File: src/rtl/core/tct_pkg.sv
`default_nettype none
// ----------------------------------------------------------------------------
// tct_pkg: shared types and constants of the connection timer table
// Field widths, operation and event codes, register indexes and the layout
// of one connection entry as it is held in the state memory.
// ----------------------------------------------------------------------------
package tct_pkg;

  // Field widths
  localparam int OP_W       = 3;
  localparam int CONN_W     = 4;
  localparam int RES_W      = 3;
  localparam int LVL_W      = 3;
  localparam int SCAN_W     = 20;
  localparam int TW_W       = 28;
  localparam int RI_W       = 24;
  localparam int RLEFT_W    = 32;
  localparam int CFG_IDX_W  = 2;
  localparam int CFG_DATA_W = 28;

  // Default parameter values
  localparam int DEF_CONNECTIONS = 16;
  localparam int DEF_RETRY_LIMIT = 4;

  // Operation codes
  localparam logic [OP_W-1:0] OP_TICK      = 3'd0;
  localparam logic [OP_W-1:0] OP_SET_RETX  = 3'd1;
  localparam logic [OP_W-1:0] OP_STOP_RETX = 3'd2;
  localparam logic [OP_W-1:0] OP_ARM_WAIT  = 3'd3;
  localparam logic [OP_W-1:0] OP_SET_PEND  = 3'd4;

  // Event codes
  localparam logic [RES_W-1:0] EV_DONE        = 3'd0;
  localparam logic [RES_W-1:0] EV_RETRANSMIT  = 3'd1;
  localparam logic [RES_W-1:0] EV_CLOSE_WAIT  = 3'd2;
  localparam logic [RES_W-1:0] EV_CLOSE_IDLE  = 3'd3;
  localparam logic [RES_W-1:0] EV_CLOSE_LIMIT = 3'd4;

  // Configuration register indexes
  localparam logic [CFG_IDX_W-1:0] REG_SCAN_INTERVAL    = 2'd0;
  localparam logic [CFG_IDX_W-1:0] REG_TIMEWAIT_TIMEOUT = 2'd1;
  localparam logic [CFG_IDX_W-1:0] REG_RETRANS_INITIAL  = 2'd2;

  // Register reset values
  localparam logic [SCAN_W-1:0] RST_SCAN_INTERVAL    = 20'd10000;
  localparam logic [TW_W-1:0]   RST_TIMEWAIT_TIMEOUT = 28'd2000000;
  localparam logic [RI_W-1:0]   RST_RETRANS_INITIAL  = 24'd200000;

  // Configuration seen by the entry update logic
  typedef struct packed {
    logic [SCAN_W-1:0] scan_interval;
    logic [TW_W-1:0]   timewait_timeout;
    logic [RI_W-1:0]   retrans_initial;
  } cfg_t;

  // One connection entry; all zero is the reset state
  typedef struct packed {
    logic               retrans_active;
    logic [LVL_W-1:0]   retrans_level;
    logic [RLEFT_W-1:0] retrans_left;
    logic               wait_active;
    logic [TW_W-1:0]    wait_left;
    logic               send_pending;
  } entry_t;

  // Updated entry and up to two events for one connection
  typedef struct packed {
    entry_t           entry;
    logic             a_vld;
    logic [RES_W-1:0] a_code;
    logic             b_vld;
    logic [RES_W-1:0] b_code;
  } eval_t;

endpackage : tct_pkg
`default_nettype wire

File: src/rtl/core/tct_mem.sv
`default_nettype none
// ----------------------------------------------------------------------------
// tct_mem: connection state memory
// One write port and one registered read port. A valid bit per entry is
// cleared at reset, so an entry not yet written reads as all zero.
// ----------------------------------------------------------------------------
module tct_mem import tct_pkg::*; #(
  parameter int CONNECTIONS = DEF_CONNECTIONS,
  parameter int ADDR_W      = (CONNECTIONS > 1) ? $clog2(CONNECTIONS) : 1
) (
  input  wire logic              clk_i,
  input  wire logic              rst_ni,
  input  wire logic              wr_en_i,
  input  wire logic [ADDR_W-1:0] wr_addr_i,
  input  wire entry_t            wr_data_i,
  input  wire logic              rd_en_i,
  input  wire logic [ADDR_W-1:0] rd_addr_i,
  output entry_t                 rd_data_o
);

  entry_t                 mem_q [CONNECTIONS];
  logic [CONNECTIONS-1:0] valid_q;
  entry_t                 rd_data_q;
  logic                   rd_valid_q;

  // Storage array and read data register
  always_ff @(posedge clk_i) begin
    if (wr_en_i) begin
      mem_q[wr_addr_i] <= wr_data_i;
    end
    if (rd_en_i) begin
      rd_data_q <= mem_q[rd_addr_i];
    end
  end

  // Entry valid bits and the valid flag of the read data
  always_ff @(posedge clk_i or negedge rst_ni) begin
    if (!rst_ni) begin
      valid_q    <= '0;
      rd_valid_q <= 1'b0;
    end else begin
      if (wr_en_i) begin
        valid_q[wr_addr_i] <= 1'b1;
      end
      if (rd_en_i) begin
        rd_valid_q <= valid_q[rd_addr_i];
      end
    end
  end

  assign rd_data_o = rd_valid_q ? rd_data_q : '0;

endmodule : tct_mem
`default_nettype wire

File: src/rtl/core/tct_eval.sv
`default_nettype none
// ----------------------------------------------------------------------------
// tct_eval: entry update for one connection
// Applies a tick or a timer operation to one entry read from memory and
// reports the events that the tick raises.
// ----------------------------------------------------------------------------
module tct_eval import tct_pkg::*; #(
  parameter int RETRY_LIMIT = DEF_RETRY_LIMIT
) (
  input  wire entry_t          entry_i,
  input  wire logic            tick_i,
  input  wire logic [OP_W-1:0] op_i,
  input  wire logic            keep_i,
  input  wire logic            pend_i,
  input  wire cfg_t            cfg_i,
  output eval_t                res_o
);

  localparam logic [LVL_W-1:0] LIMIT = LVL_W'(RETRY_LIMIT);

  logic               r_exp;
  logic               w_exp;
  logic               closed;
  logic [RLEFT_W-1:0] scan_r;
  logic [TW_W-1:0]    scan_w;

  assign scan_r = RLEFT_W'(cfg_i.scan_interval);
  assign scan_w = TW_W'(cfg_i.scan_interval);
  assign r_exp  = entry_i.retrans_left <= scan_r;
  assign w_exp  = entry_i.wait_left <= scan_w;

  always_comb begin
    res_o        = '0;
    res_o.entry  = entry_i;
    closed       = 1'b0;
    if (tick_i) begin
      // Retransmit timer first
      if (entry_i.retrans_active) begin
        if (r_exp) begin
          res_o.a_vld = 1'b1;
          if (entry_i.retrans_level < LIMIT) begin
            if (!entry_i.send_pending) begin
              res_o.a_code = EV_CLOSE_IDLE;
              closed       = 1'b1;
            end else begin
              // Backoff: the reload doubles with every retry
              res_o.a_code             = EV_RETRANSMIT;
              res_o.entry.retrans_level = entry_i.retrans_level + 1'b1;
              res_o.entry.retrans_left  =
                RLEFT_W'(cfg_i.retrans_initial) << entry_i.retrans_level;
            end
          end else begin
            res_o.a_code = EV_CLOSE_LIMIT;
            closed       = 1'b1;
          end
        end else begin
          res_o.entry.retrans_left = entry_i.retrans_left - scan_r;
        end
      end
      // Time-wait timer, skipped when the connection already closed
      if (!closed && entry_i.wait_active) begin
        if (w_exp) begin
          if (!entry_i.send_pending) begin
            res_o.b_vld  = 1'b1;
            res_o.b_code = EV_CLOSE_WAIT;
            closed       = 1'b1;
          end else begin
            res_o.entry.wait_left = cfg_i.timewait_timeout;
          end
        end else begin
          res_o.entry.wait_left = entry_i.wait_left - scan_w;
        end
      end
      if (closed) begin
        res_o.entry.retrans_active = 1'b0;
        res_o.entry.wait_active    = 1'b0;
      end
    end else begin
      unique case (op_i)
        OP_SET_RETX: begin
          if (!entry_i.retrans_active || !keep_i) begin
            res_o.entry.retrans_active = 1'b1;
            res_o.entry.retrans_level  = LVL_W'(1);
            res_o.entry.retrans_left   = RLEFT_W'(cfg_i.retrans_initial);
          end
        end
        OP_STOP_RETX: res_o.entry.retrans_active = 1'b0;
        OP_ARM_WAIT: begin
          res_o.entry.wait_active = 1'b1;
          res_o.entry.wait_left   = cfg_i.timewait_timeout;
        end
        OP_SET_PEND: res_o.entry.send_pending = pend_i;
        default: ;
      endcase
    end
  end

endmodule : tct_eval
`default_nettype wire

File: src/rtl/core/tcp_connection_timer_table_top.sv
`default_nettype none
// ----------------------------------------------------------------------------
// tcp_connection_timer_table_top: per-connection timer table
// Retransmit timers with exponential backoff and time-wait timers for a set
// of connections, kept in a state memory and updated by read-modify-write.
// ----------------------------------------------------------------------------
//  Channel   Direction  Carries
//  s_axis    in         op, conn, keep_running, pending_value
//  m_axis    out        event_res, event_conn; tlast on the final result
//  cfg       in         register index and write data
//
//  A timer op is accepted with a memory read, then updated and written back
//  together with its done result. A tick walks every connection; the
//  memory read port sets one connection per cycle when no stall or second
//  event comes between. Reset clears the memory through per-entry valid
//  bits, so no clearing pass is needed. A stalled output holds the walk
//  until the pending result is taken.
// ----------------------------------------------------------------------------
module tcp_connection_timer_table_top import tct_pkg::*; #(
  parameter int CONNECTIONS = DEF_CONNECTIONS,
  parameter int RETRY_LIMIT = DEF_RETRY_LIMIT
) (
  input  wire logic                  clk_i,
  input  wire logic                  rst_ni,
  // Input stream: [2:0] op, [6:3] conn, [7] keep_running, [8] pending_value
  input  wire logic                  s_axis_tvalid,
  output logic                       s_axis_tready,
  input  wire logic [15:0]           s_axis_tdata,
  // Output stream: [2:0] event_res, [6:3] event_conn
  output logic                       m_axis_tvalid,
  input  wire logic                  m_axis_tready,
  output logic [7:0]                 m_axis_tdata,
  output logic                       m_axis_tlast,
  // Configuration write channel
  input  wire logic                  cfg_valid_i,
  output logic                       cfg_ready_o,
  input  wire logic [CFG_IDX_W-1:0]  cfg_index_i,
  input  wire logic [CFG_DATA_W-1:0] cfg_data_i
);

  localparam int ADDR_W = (CONNECTIONS > 1) ? $clog2(CONNECTIONS) : 1;
  localparam logic [ADDR_W-1:0] LAST_ADDR = ADDR_W'(CONNECTIONS - 1);

  // Sequencer states
  localparam logic [1:0] ST_IDLE = 2'd0;
  localparam logic [1:0] ST_EVAL = 2'd1;
  localparam logic [1:0] ST_EV2  = 2'd2;
  localparam logic [1:0] ST_DONE = 2'd3;

  logic [1:0]        state_q, state_d;
  logic [OP_W-1:0]   op_q, op_d;
  logic [CONN_W-1:0] conn_q, conn_d;
  logic              keep_q, keep_d;
  logic              pend_q, pend_d;
  logic [ADDR_W-1:0] addr_q, addr_d;
  logic [RES_W-1:0]  ev2_q, ev2_d;
  cfg_t              cfg_q;

  logic              out_valid_q;
  logic [RES_W-1:0]  out_res_q;
  logic [CONN_W-1:0] out_conn_q;
  logic              out_last_q;
  logic              out_load;
  logic [RES_W-1:0]  out_res_d;
  logic [CONN_W-1:0] out_conn_d;
  logic              out_last_d;
  logic              out_free;

  logic              in_accept;
  logic [OP_W-1:0]   in_op;
  logic [CONN_W-1:0] in_conn;
  logic              is_tick;
  logic              advance;
  logic              rd_en;
  logic              wr_en;
  entry_t            rd_data;
  eval_t             ev;
  logic [CONN_W-1:0] addr_conn;

  assign in_op     = s_axis_tdata[2:0];
  assign in_conn   = s_axis_tdata[6:3];
  assign in_accept = s_axis_tvalid && s_axis_tready;
  assign is_tick   = op_q == OP_TICK;
  assign out_free  = !out_valid_q || m_axis_tready;
  assign addr_conn = CONN_W'(addr_q);

  // Configuration registers; the channel never stalls
  assign cfg_ready_o = 1'b1;
  always_ff @(posedge clk_i or negedge rst_ni) begin
    if (!rst_ni) begin
      cfg_q.scan_interval    <= RST_SCAN_INTERVAL;
      cfg_q.timewait_timeout <= RST_TIMEWAIT_TIMEOUT;
      cfg_q.retrans_initial  <= RST_RETRANS_INITIAL;
    end else if (cfg_valid_i) begin
      unique case (cfg_index_i)
        REG_SCAN_INTERVAL:    cfg_q.scan_interval    <= cfg_data_i[SCAN_W-1:0];
        REG_TIMEWAIT_TIMEOUT: cfg_q.timewait_timeout <= cfg_data_i[TW_W-1:0];
        REG_RETRANS_INITIAL:  cfg_q.retrans_initial  <= cfg_data_i[RI_W-1:0];
        default: ;
      endcase
    end
  end

  // State memory and entry update
  tct_mem #(
    .CONNECTIONS(CONNECTIONS),
    .ADDR_W     (ADDR_W)
  ) u_mem (
    .clk_i    (clk_i),
    .rst_ni   (rst_ni),
    .wr_en_i  (wr_en),
    .wr_addr_i(addr_q),
    .wr_data_i(ev.entry),
    .rd_en_i  (rd_en),
    .rd_addr_i(addr_d),
    .rd_data_o(rd_data)
  );

  tct_eval #(
    .RETRY_LIMIT(RETRY_LIMIT)
  ) u_eval (
    .entry_i(rd_data),
    .tick_i (is_tick),
    .op_i   (op_q),
    .keep_i (keep_q),
    .pend_i (pend_q),
    .cfg_i  (cfg_q),
    .res_o  (ev)
  );

  // Sequencer: accept, read-modify-write per entry, emit results
  always_comb begin
    state_d       = state_q;
    op_d          = op_q;
    conn_d        = conn_q;
    keep_d        = keep_q;
    pend_d        = pend_q;
    addr_d        = addr_q;
    ev2_d         = ev2_q;
    s_axis_tready = 1'b0;
    rd_en         = 1'b0;
    wr_en         = 1'b0;
    advance       = 1'b0;
    out_load      = 1'b0;
    out_res_d     = EV_DONE;
    out_conn_d    = conn_q;
    out_last_d    = 1'b0;
    unique case (state_q)
      ST_IDLE: begin
        s_axis_tready = 1'b1;
        if (s_axis_tvalid) begin
          op_d   = in_op;
          conn_d = in_conn;
          keep_d = s_axis_tdata[7];
          pend_d = s_axis_tdata[8];
          if (in_op == OP_TICK) begin
            addr_d  = '0;
            rd_en   = 1'b1;
            state_d = ST_EVAL;
          end else if ((in_op == OP_SET_RETX || in_op == OP_STOP_RETX ||
                        in_op == OP_ARM_WAIT || in_op == OP_SET_PEND) &&
                       (32'(in_conn) < CONNECTIONS)) begin
            addr_d  = ADDR_W'(in_conn);
            rd_en   = 1'b1;
            state_d = ST_EVAL;
          end else begin
            state_d = ST_DONE;
          end
        end
      end
      ST_EVAL: begin
        if (is_tick) begin
          if (!(ev.a_vld || ev.b_vld) || out_free) begin
            wr_en      = 1'b1;
            out_conn_d = addr_conn;
            if (ev.a_vld && ev.b_vld) begin
              out_load  = 1'b1;
              out_res_d = ev.a_code;
              ev2_d     = ev.b_code;
              state_d   = ST_EV2;
            end else if (ev.a_vld) begin
              out_load  = 1'b1;
              out_res_d = ev.a_code;
              advance   = 1'b1;
            end else if (ev.b_vld) begin
              out_load  = 1'b1;
              out_res_d = ev.b_code;
              advance   = 1'b1;
            end else begin
              advance = 1'b1;
            end
          end
        end else if (out_free) begin
          // Timer op: write back and report done at once
          wr_en      = 1'b1;
          out_load   = 1'b1;
          out_last_d = 1'b1;
          state_d    = ST_IDLE;
        end
      end
      ST_EV2: begin
        if (out_free) begin
          out_load   = 1'b1;
          out_res_d  = ev2_q;
          out_conn_d = addr_conn;
          advance    = 1'b1;
        end
      end
      ST_DONE: begin
        if (out_free) begin
          out_load   = 1'b1;
          out_last_d = 1'b1;
          out_conn_d = is_tick ? '0 : conn_q;
          state_d    = ST_IDLE;
        end
      end
      default: state_d = ST_IDLE;
    endcase
    // Move the tick walk to the next connection or finish it
    if (advance) begin
      if (addr_q == LAST_ADDR) begin
        state_d = ST_DONE;
      end else begin
        addr_d  = addr_q + 1'b1;
        rd_en   = 1'b1;
        state_d = ST_EVAL;
      end
    end
  end

  always_ff @(posedge clk_i or negedge rst_ni) begin
    if (!rst_ni) begin
      state_q <= ST_IDLE;
    end else begin
      state_q <= state_d;
    end
  end

  always_ff @(posedge clk_i) begin
    op_q   <= op_d;
    conn_q <= conn_d;
    keep_q <= keep_d;
    pend_q <= pend_d;
    addr_q <= addr_d;
    ev2_q  <= ev2_d;
  end

  // Output register
  always_ff @(posedge clk_i or negedge rst_ni) begin
    if (!rst_ni) begin
      out_valid_q <= 1'b0;
    end else if (out_load) begin
      out_valid_q <= 1'b1;
    end else if (m_axis_tready) begin
      out_valid_q <= 1'b0;
    end
  end

  always_ff @(posedge clk_i) begin
    if (out_load) begin
      out_res_q  <= out_res_d;
      out_conn_q <= out_conn_d;
      out_last_q <= out_last_d;
    end
  end

  assign m_axis_tvalid = out_valid_q;
  assign m_axis_tdata  = {1'b0, out_conn_q, out_res_q};
  assign m_axis_tlast  = out_last_q;

`ifndef SYNTH
  // A result is only loaded into a free output register
  a_load_free: assert property (@(posedge clk_i) disable iff (!rst_ni)
    out_load |-> out_free)
    else $error("result loaded over a pending transfer");

  // Write-back never coincides with a new input transfer
  a_wr_no_accept: assert property (@(posedge clk_i) disable iff (!rst_ni)
    !(wr_en && in_accept))
    else $error("memory write during input transfer");

  // An accepted item always leaves the idle state
  a_accept_busy: assert property (@(posedge clk_i) disable iff (!rst_ni)
    in_accept |=> state_q != ST_IDLE)
    else $error("sequencer stayed idle after input transfer");

  // The final result of an item returns the sequencer to idle
  a_last_idle: assert property (@(posedge clk_i) disable iff (!rst_ni)
    (out_load && out_last_d) |=> state_q == ST_IDLE)
    else $error("final result without return to idle");
`endif

endmodule : tcp_connection_timer_table_top
`default_nettype wire
File: config.mk
export PLATFORM = sky130hd
export DESIGN_NAME = tcp_connection_timer_table_top
export DESIGN_NICKNAME = d
export VERILOG_FILES = /design/src/rtl/core/tct_pkg.sv /design/src/rtl/core/tct_mem.sv /design/src/rtl/core/tct_eval.sv /design/src/rtl/core/tcp_connection_timer_table_top.sv
export SDC_FILE = /design/constraint.sdc
export NUM_CORES = 2
export LEC_CHECK = 0
export BUFFER_PORTS_ARGS = -buffer_cell sky130_fd_sc_hd__buf_2
export CORE_ASPECT_RATIO = 1.4
export CORE_UTILIZATION = 25
export CTS_CLUSTER_DIAMETER = 40
export DETAILED_ROUTE_END_ITERATION = 7
export SYNTH_ARGS = -nofsm -noshare
export SYNTH_HDL_FRONTEND = slang
export SYNTH_SLANG_ARGS = --single-unit
File: constraint.sdc
create_clock -name clk_i -period 10.4 [get_ports clk_i]
set_clock_uncertainty 0.15 [all_clocks]
set_input_delay 0.52 -clock clk_i [delete_from_list [all_inputs] [get_ports clk_i]]
set_output_delay 0.52 -clock clk_i [all_outputs]
set_load 0.02 [all_outputs]
# == Word-level counts from Yosys, hierarchy flattened ==
# Memories as Yosys holds them, arrays and structs flattened. A register that Yosys moved wholly into a read port is not among the register bits.
# Cells that the tools add are included.
# word_totals
ram_bits,1056
memories,1
register_bits,116
wordCells,169
# classes
order_cmp,6
add_sub_neg,4
shifts,1
bitwise,1
eq_ne,17
muxes,95
reduce_logical,28
# memory_table
memory,depth,word_bits,rd,rd_clocked_by_memory_dff,write_ports,line,text
u_mem.mem_q,16,66,1,1,1,tct_mem.sv:21,entry_t mem_q [CONNECTIONS];
# op_table
op,count
35-bit two-way mux,4
28-bit two-way mux,3
66-bit two-way mux,1
65-bit two-way mux,1
4-bit two-way mux,16
1-bit two-way mux,39
36-bit two-way mux,1
32-bit by 20-bit less-or-equal comparator with 1-bit output,1
32-bit two-way mux,1
24-bit by 3-bit left shift with 32-bit output,1
32-bit by 20-bit subtractor with 32-bit output,1
29-bit two-way mux,1
28-bit by 20-bit less-or-equal comparator with 1-bit output,1
28-bit by 20-bit subtractor with 28-bit output,1
3-bit two-way mux,8
2-bit two-way mux,10
16-bit OR,1
3-bit by 2-bit == test with 1-bit output (second input constant),4
4-bit case mux with 3 select lines,1
4-bit by 5-bit < comparator with 1-bit output (second input constant),2
8-bit two-way mux,1
4-bit != test (second input constant),2
1-bit case mux with 2 select lines,4
2-bit AND reduction,4
23 further kinds,43

# == Logic depth before layout (Yosys ltp) ==
# logic_depth
word_depth,19
mapped_depth,27
mapped_depth_nobuf,16

# == Cells and area by module ==
# A second synthesis with hierarchy kept.
# hier_totals
hier_cells,2863
hier_area_um2,52905.7
# by_module_without_submodules
module,area_each_um2,cells_per_inst,n_inst
tct_mem,42973.7,1664,1
tct_eval,5819.3,919,1
tcp_connection_timer_table_top,4112.7,280,1

# == Worst setup path before layout ==
# Ideal clock, no wire load.
# synth_timing
path_type,flip-flop to flip-flop
from,reg u_mem.rd_valid_q
to,reg u_mem.valid_q[15]
required_ps,10157
stages_incl_launch_ff,21
setup_time_ps,93
t_arrival_ps,9093
n_path_buf,7
path_slack_ps,1065
cell_sequence,dfrtp_1 > clkbuf_1 > clkbuf_1 > clkbuf_1 > clkbuf_1 > clkbuf_1 > clkbuf_1 > and2_1 > ha_1 > o21ai_1 > o21ai_0 > a211oi_1 > a21oi_1 > or4_1 > buf_2 > nand2_1 > o21ai_0 > o21ai_0 > nand2_1 > nor3_1 > or2_2
# synth_between
elab_chain_cells,16
elab_cells_between_ends,23
cone_classes,order compare (3); mux (15); reduce/logical (5)
# synth_rtl
element,line,text
start: declaration,tct_mem.sv:24,logic rd_valid_q;
start signal: assignment,tct_mem.sv:46,rd_valid_q <= valid_q[rd_addr_i];
66-bit two-way mux *,tct_mem.sv:51,assign rd_data_o = rd_valid_q ? rd_data_q : '0;
"parallel branches: the longest is 8 deep, another holds 32-bit by 20-bit less-or-equal comparator with 1-bit output",n/a,
8-bit two-way mux *,tct_eval.sv:36,if (tick_i) begin
1-bit logical OR *,tcp_connection_timer_table_top.sv:173,if (!(ev.a_vld || ev.b_vld) || out_free) begin
1-bit logical NOT *,tcp_connection_timer_table_top.sv:173,
1-bit logical OR *,tcp_connection_timer_table_top.sv:173,
1-bit two-way mux *,tcp_connection_timer_table_top.sv:173,
1-bit two-way mux *,tcp_connection_timer_table_top.sv:172,if (is_tick) begin
1-bit two-way mux *,tcp_connection_timer_table_top.sv:148,unique case (state_q)
end signal: assignment,tct_mem.sv:39,valid_q <= '0;
end signal: indexed assignment,tct_mem.sv:43,valid_q[wr_addr_i] <= 1'b1;
end: declaration,tct_mem.sv:22,logic [CONNECTIONS-1:0] valid_q;
# Mark *: on every way between the ends. The select of a mux whose other input is x is not followed.
# A chain may end at the register's enable or synchronous reset.

# == Final worst setup path ==
# layout_timing
from,reg u_mem.rd_valid_q
to,reg u_mem.rd_data_q[44] (netlist name)
# layout_between
elab_chain_cells,17
elab_cells_between_ends,27
cone_classes,order compare (3); mux (18); reduce/logical (6)
# layout_rtl
element,line,text
66-bit two-way mux *,tct_mem.sv:51,
"parallel branches: the longest is 8 deep, another holds 32-bit by 20-bit less-or-equal comparator with 1-bit output",n/a,
8-bit two-way mux *,tct_eval.sv:36,
1-bit logical OR,tcp_connection_timer_table_top.sv:173,
1-bit logical NOT,tcp_connection_timer_table_top.sv:173,
1-bit logical OR,tcp_connection_timer_table_top.sv:173,
1-bit two-way mux *,tcp_connection_timer_table_top.sv:173,
1-bit two-way mux *,tcp_connection_timer_table_top.sv:172,
1-bit case mux with 2 select lines *,tcp_connection_timer_table_top.sv:148,
4-bit two-way mux or 1-bit two-way mux (tied branches),tcp_connection_timer_table_top.sv:220,if (advance) begin
# Marks and branches as above.

==> impl_metrics.csv <==
group,metric,value,unit
run_status,outcome,"finished, final reports clean",
layout,drive_gt1_share,12.9,%
pwr,power.density,309,mW/mm^2
placed_design,place_ws,2.91,ns
setup_path,r2r_slack,2.81,ns
setup_path,critical_path_class,"reg -> reg",
synthesis,async_flop_share,7.44,%
placed_design,place.gp.congestion,0.922,
synthesis,synth-seq-cells,1236,
setup_path,crit_required,10.80,ns
cts,post_cts_buffers,0,
die,die_w,396,um
synthesis,synth_edf_count,1140,
setup_path,startpoint_type,"register",
sta,whs,0.112,ns
placed_design,place_hpwl,87300,um
global_route,grt_max_degree,138,
sta,fmax,132,MHz
setup_path,cp_common_cell,"buf_4",
setup_path,r2r_end,"u_mem.rd_data_q[44]",
synthesis,synth.top_cell.area_share,63.0,%
cts,clock_latency,0.73,ns
global_route,grt_pass1_vias,33300,
routing,drt_pass1_iterations,8,
die,dieArea,0.219,mm^2
global_route,grt_pass1_wl,215000,um
setup_path,cp-end-kind,"register",
sta,rsz0062_at_grt,"no",
setup_path,slowest_stage,"dfrtp_4",
sta,fin_ws,2.81,ns
sta,worst_slew_pin_slew,1.38,ns
cts,cts_tree,"built",
routing,wl_per_cell,21.1,um
layout,register_area,0.0366,mm^2
sta,slew_headroom,7.50,%
setup_path,path_max_fanout,81,
synthesis,synthFlopType,"edfxtp_1",
sta,period_share,73.0,%
sta,tns,0,ns
pwr,irDropWorstVdd,301,uV
routing,via_count,33300,
cts,cts_buffers,103,
cts,cts_buffer_depth,3,
sta,hold_violations,0,
worst_hold_path,hp-class,"in -> reg",
layout,nFillCells,21800,
cts,cts.sink_count,1236,
cts,clockRootBuffer,"clkbuf_16",
sta,finalMaxSlewViolations,0,
routing,vias_per_cell,4.82,
placed_design,place_inst,6684,
die,start_util,25.1,%
die,core_area,0.216,mm^2
layout,multi_input_area,0.0164,mm^2
routing,drtIter0Drc,2743,
synthesis,synth_common_cells,"1,140 x edfxtp_1, 764 x nand2_1, 310 x mux2i_1, 151 x clkbuf_1, 150 x and3_1",
setup_path,slowest_delay,0.88,ns
global_route,grt_antenna_before_repair,9,
cts,post_cts_resized,0,
synthesis,yosys_warnings,0,
routing,drt.antenna.violating_nets,0,
sta,period_minus_slack,7.59,ns
synthesis,syn_area,0.0543,mm^2
layout,nets,4072,
run,maxCapViolCount,0,
routing,wl,146000,um
setup_path,r2r_cells,17,
synthesis,synth.most_common_cell,"edfxtp_1",
placed_design,numPortBuffers,53,
sta,finalSetupViolations,0,
layout,fin_cells,6915,
synthesis,postSynthCellCount,3916,
worst_hold_path,min_to,"state_q[0]",
global_route,grt.overflow.total,0,
synthesis,synth_area_leaders,"edfxtp_1 63%, mux2i_1 5.7%, nand2_1 5.3%",
cts,htreeDepth,3,
layout,area_growth,13.7,%
worst_hold_path,holdPathStages,3,
synthesis,ys_types,77,
synthesis,syn_avg_cell_area,13.9,um^2
routing,drc,0,
setup_path,crit_chain,"buf_4 -> nand2_1 -> fa_1 -> nand2b_1 -> a211oi_1 -> nor3_1 -> o21ai_0 -> a21o_1 -> nand4b_4 -> a21o_1 -> a211o_4 -> buf_4 -> buf_4 -> nand2_1 -> and3_1 -> a311oi_1 -> o31a_1",
die,io_pins,63,
pwr,p_leak,0.0217,uW
cts,clk_pin_slew_worst_paths,0.07,ns
worst_hold_path,min_from,"s_axis_tvalid",
synthesis,synth_sequential_area_ratio,67.5,%
die,die_h,553,um
synthesis,synth_top_cell_by_area,"edfxtp_1",
die,rows,202,
global_route,grt_use_total,12.9,%
setup_path,worstPathArrival,7.99,ns
setup_path,worstReg2RegStart,"u_mem.rd_valid_q",
[worst max-delay path, delay by kind of cell, from the launching register on]
family          cells  cell delay, ns
flops               1            0.88
buf+inv             3            2.11
fa+ha+maj           1            0.41
simple gates        6            1.18
compound gates      7            2.41
[kinds of logic (layout without fill, tap and decap cells)]
kind of cell / Yosys count / in the layout / share of synthesized area [%]
flip-flops: 1236 / 1236 / 67.5
XOR/XNOR: 22 / 22 / 0.355
adder cells (fa/ha/maj): 52 / 52 / 1.22
other: 2 / 5 / 0.0138
multiplexers: 446 / 446 / 9.90
buffers and inverters: 301 / 441 / 2.61
AO/OA/AOI/OAI: 647 / 647 / 8.46
AND/OR/NAND/NOR: 1210 / 1210 / 9.96
[cell usage in the layout, fill, tap and decap left out, types with 70 or more instances in the layout]
cell          n
dfrtp_1      73
nor2_1       86
o21ai_0     108
mux2i_1     308
buf_4        96
edfxtp_1   1140
a21oi_1     113
a311oi_1    134
mux2_2       70
clkbuf_16   104
nand2_1     763
and3_1      147
[per-stage QoR]
step                      instance area [um^2]  power (uW)  utilization (%)
after floorplan                          54300       12700                -
after global placement                   57900       15100             26.8
after detailed placement                 57900       15200             26.8
after CTS                                61700       19200             28.6
after global routing                     61700       20000             28.6
final                                    61700       19100             28.6
[worst max-delay path by stage]
stage | from | endpoint | slack, ns
detailed placement | u_mem.rd_valid_q | u_mem.rd_data_q[42] | 2.91
global route | u_mem.rd_valid_q | u_mem.rd_data_q[7] | 2.39
floorplan | u_mem.rd_valid_q | u_mem.valid_q[15] | 1.06
CTS | u_mem.rd_valid_q | u_mem.rd_data_q[42] | 2.91
global placement | u_mem.rd_valid_q | u_mem.rd_data_q[11] | 2.97
finish | u_mem.rd_valid_q | u_mem.rd_data_q[44] | 2.81
[power by group]
part	total, uW	internal [uW]	switching (uW)	leakage [uW]
registers	7200	6800	402	0.0116
logic	7950	2830	5120	0.00844
clock network	3930	2070	1870	0.00165
[cell type report]
class / instances / area share [%]
Clock buffer: 121 / 4.33
Tap cell: 2856 / 5.79
Sequential cell: 1236 / 59.3
Antenna cell: 2 / 0.00811
Multi-Input combinational cell: 2380 / 26.5
Inverter: 58 / 0.379
Clock inverter: 71 / 1.22
Timing Repair Buffer: 191 / 2.38
[what timing repair did]
item / in CTS / in global routing
hold endpoints to repair: 104 / 0
setup endpoints to repair: 0 / 0
hold buffers: 37 / 0
[registers in the layout (all words and copies together), names as in the netlist, 2 cells and up]
name / cells
u_mem.rd_data_q: 66
state_q: 2
cfg_q: 72
addr_conn: 4
u_mem.valid_q: 16
out_conn_q: 4
op_q: 3
u_mem.mem_q: 1056
out_res_q: 3
conn_q: 4
[routing by layer]
layer	share of wire [%]	GRT usage (%)	wire length (um)	vias up
met1	39	14.7	56200	17000
li1	-	-	-	15000
met2	52	23.8	76200	994
met3	4.7	1.54	6840	300
met4	4.5	6.06	6610	10
met5	0.039	0	57	-
Note: power is estimated with default switching activity, not from simulation.
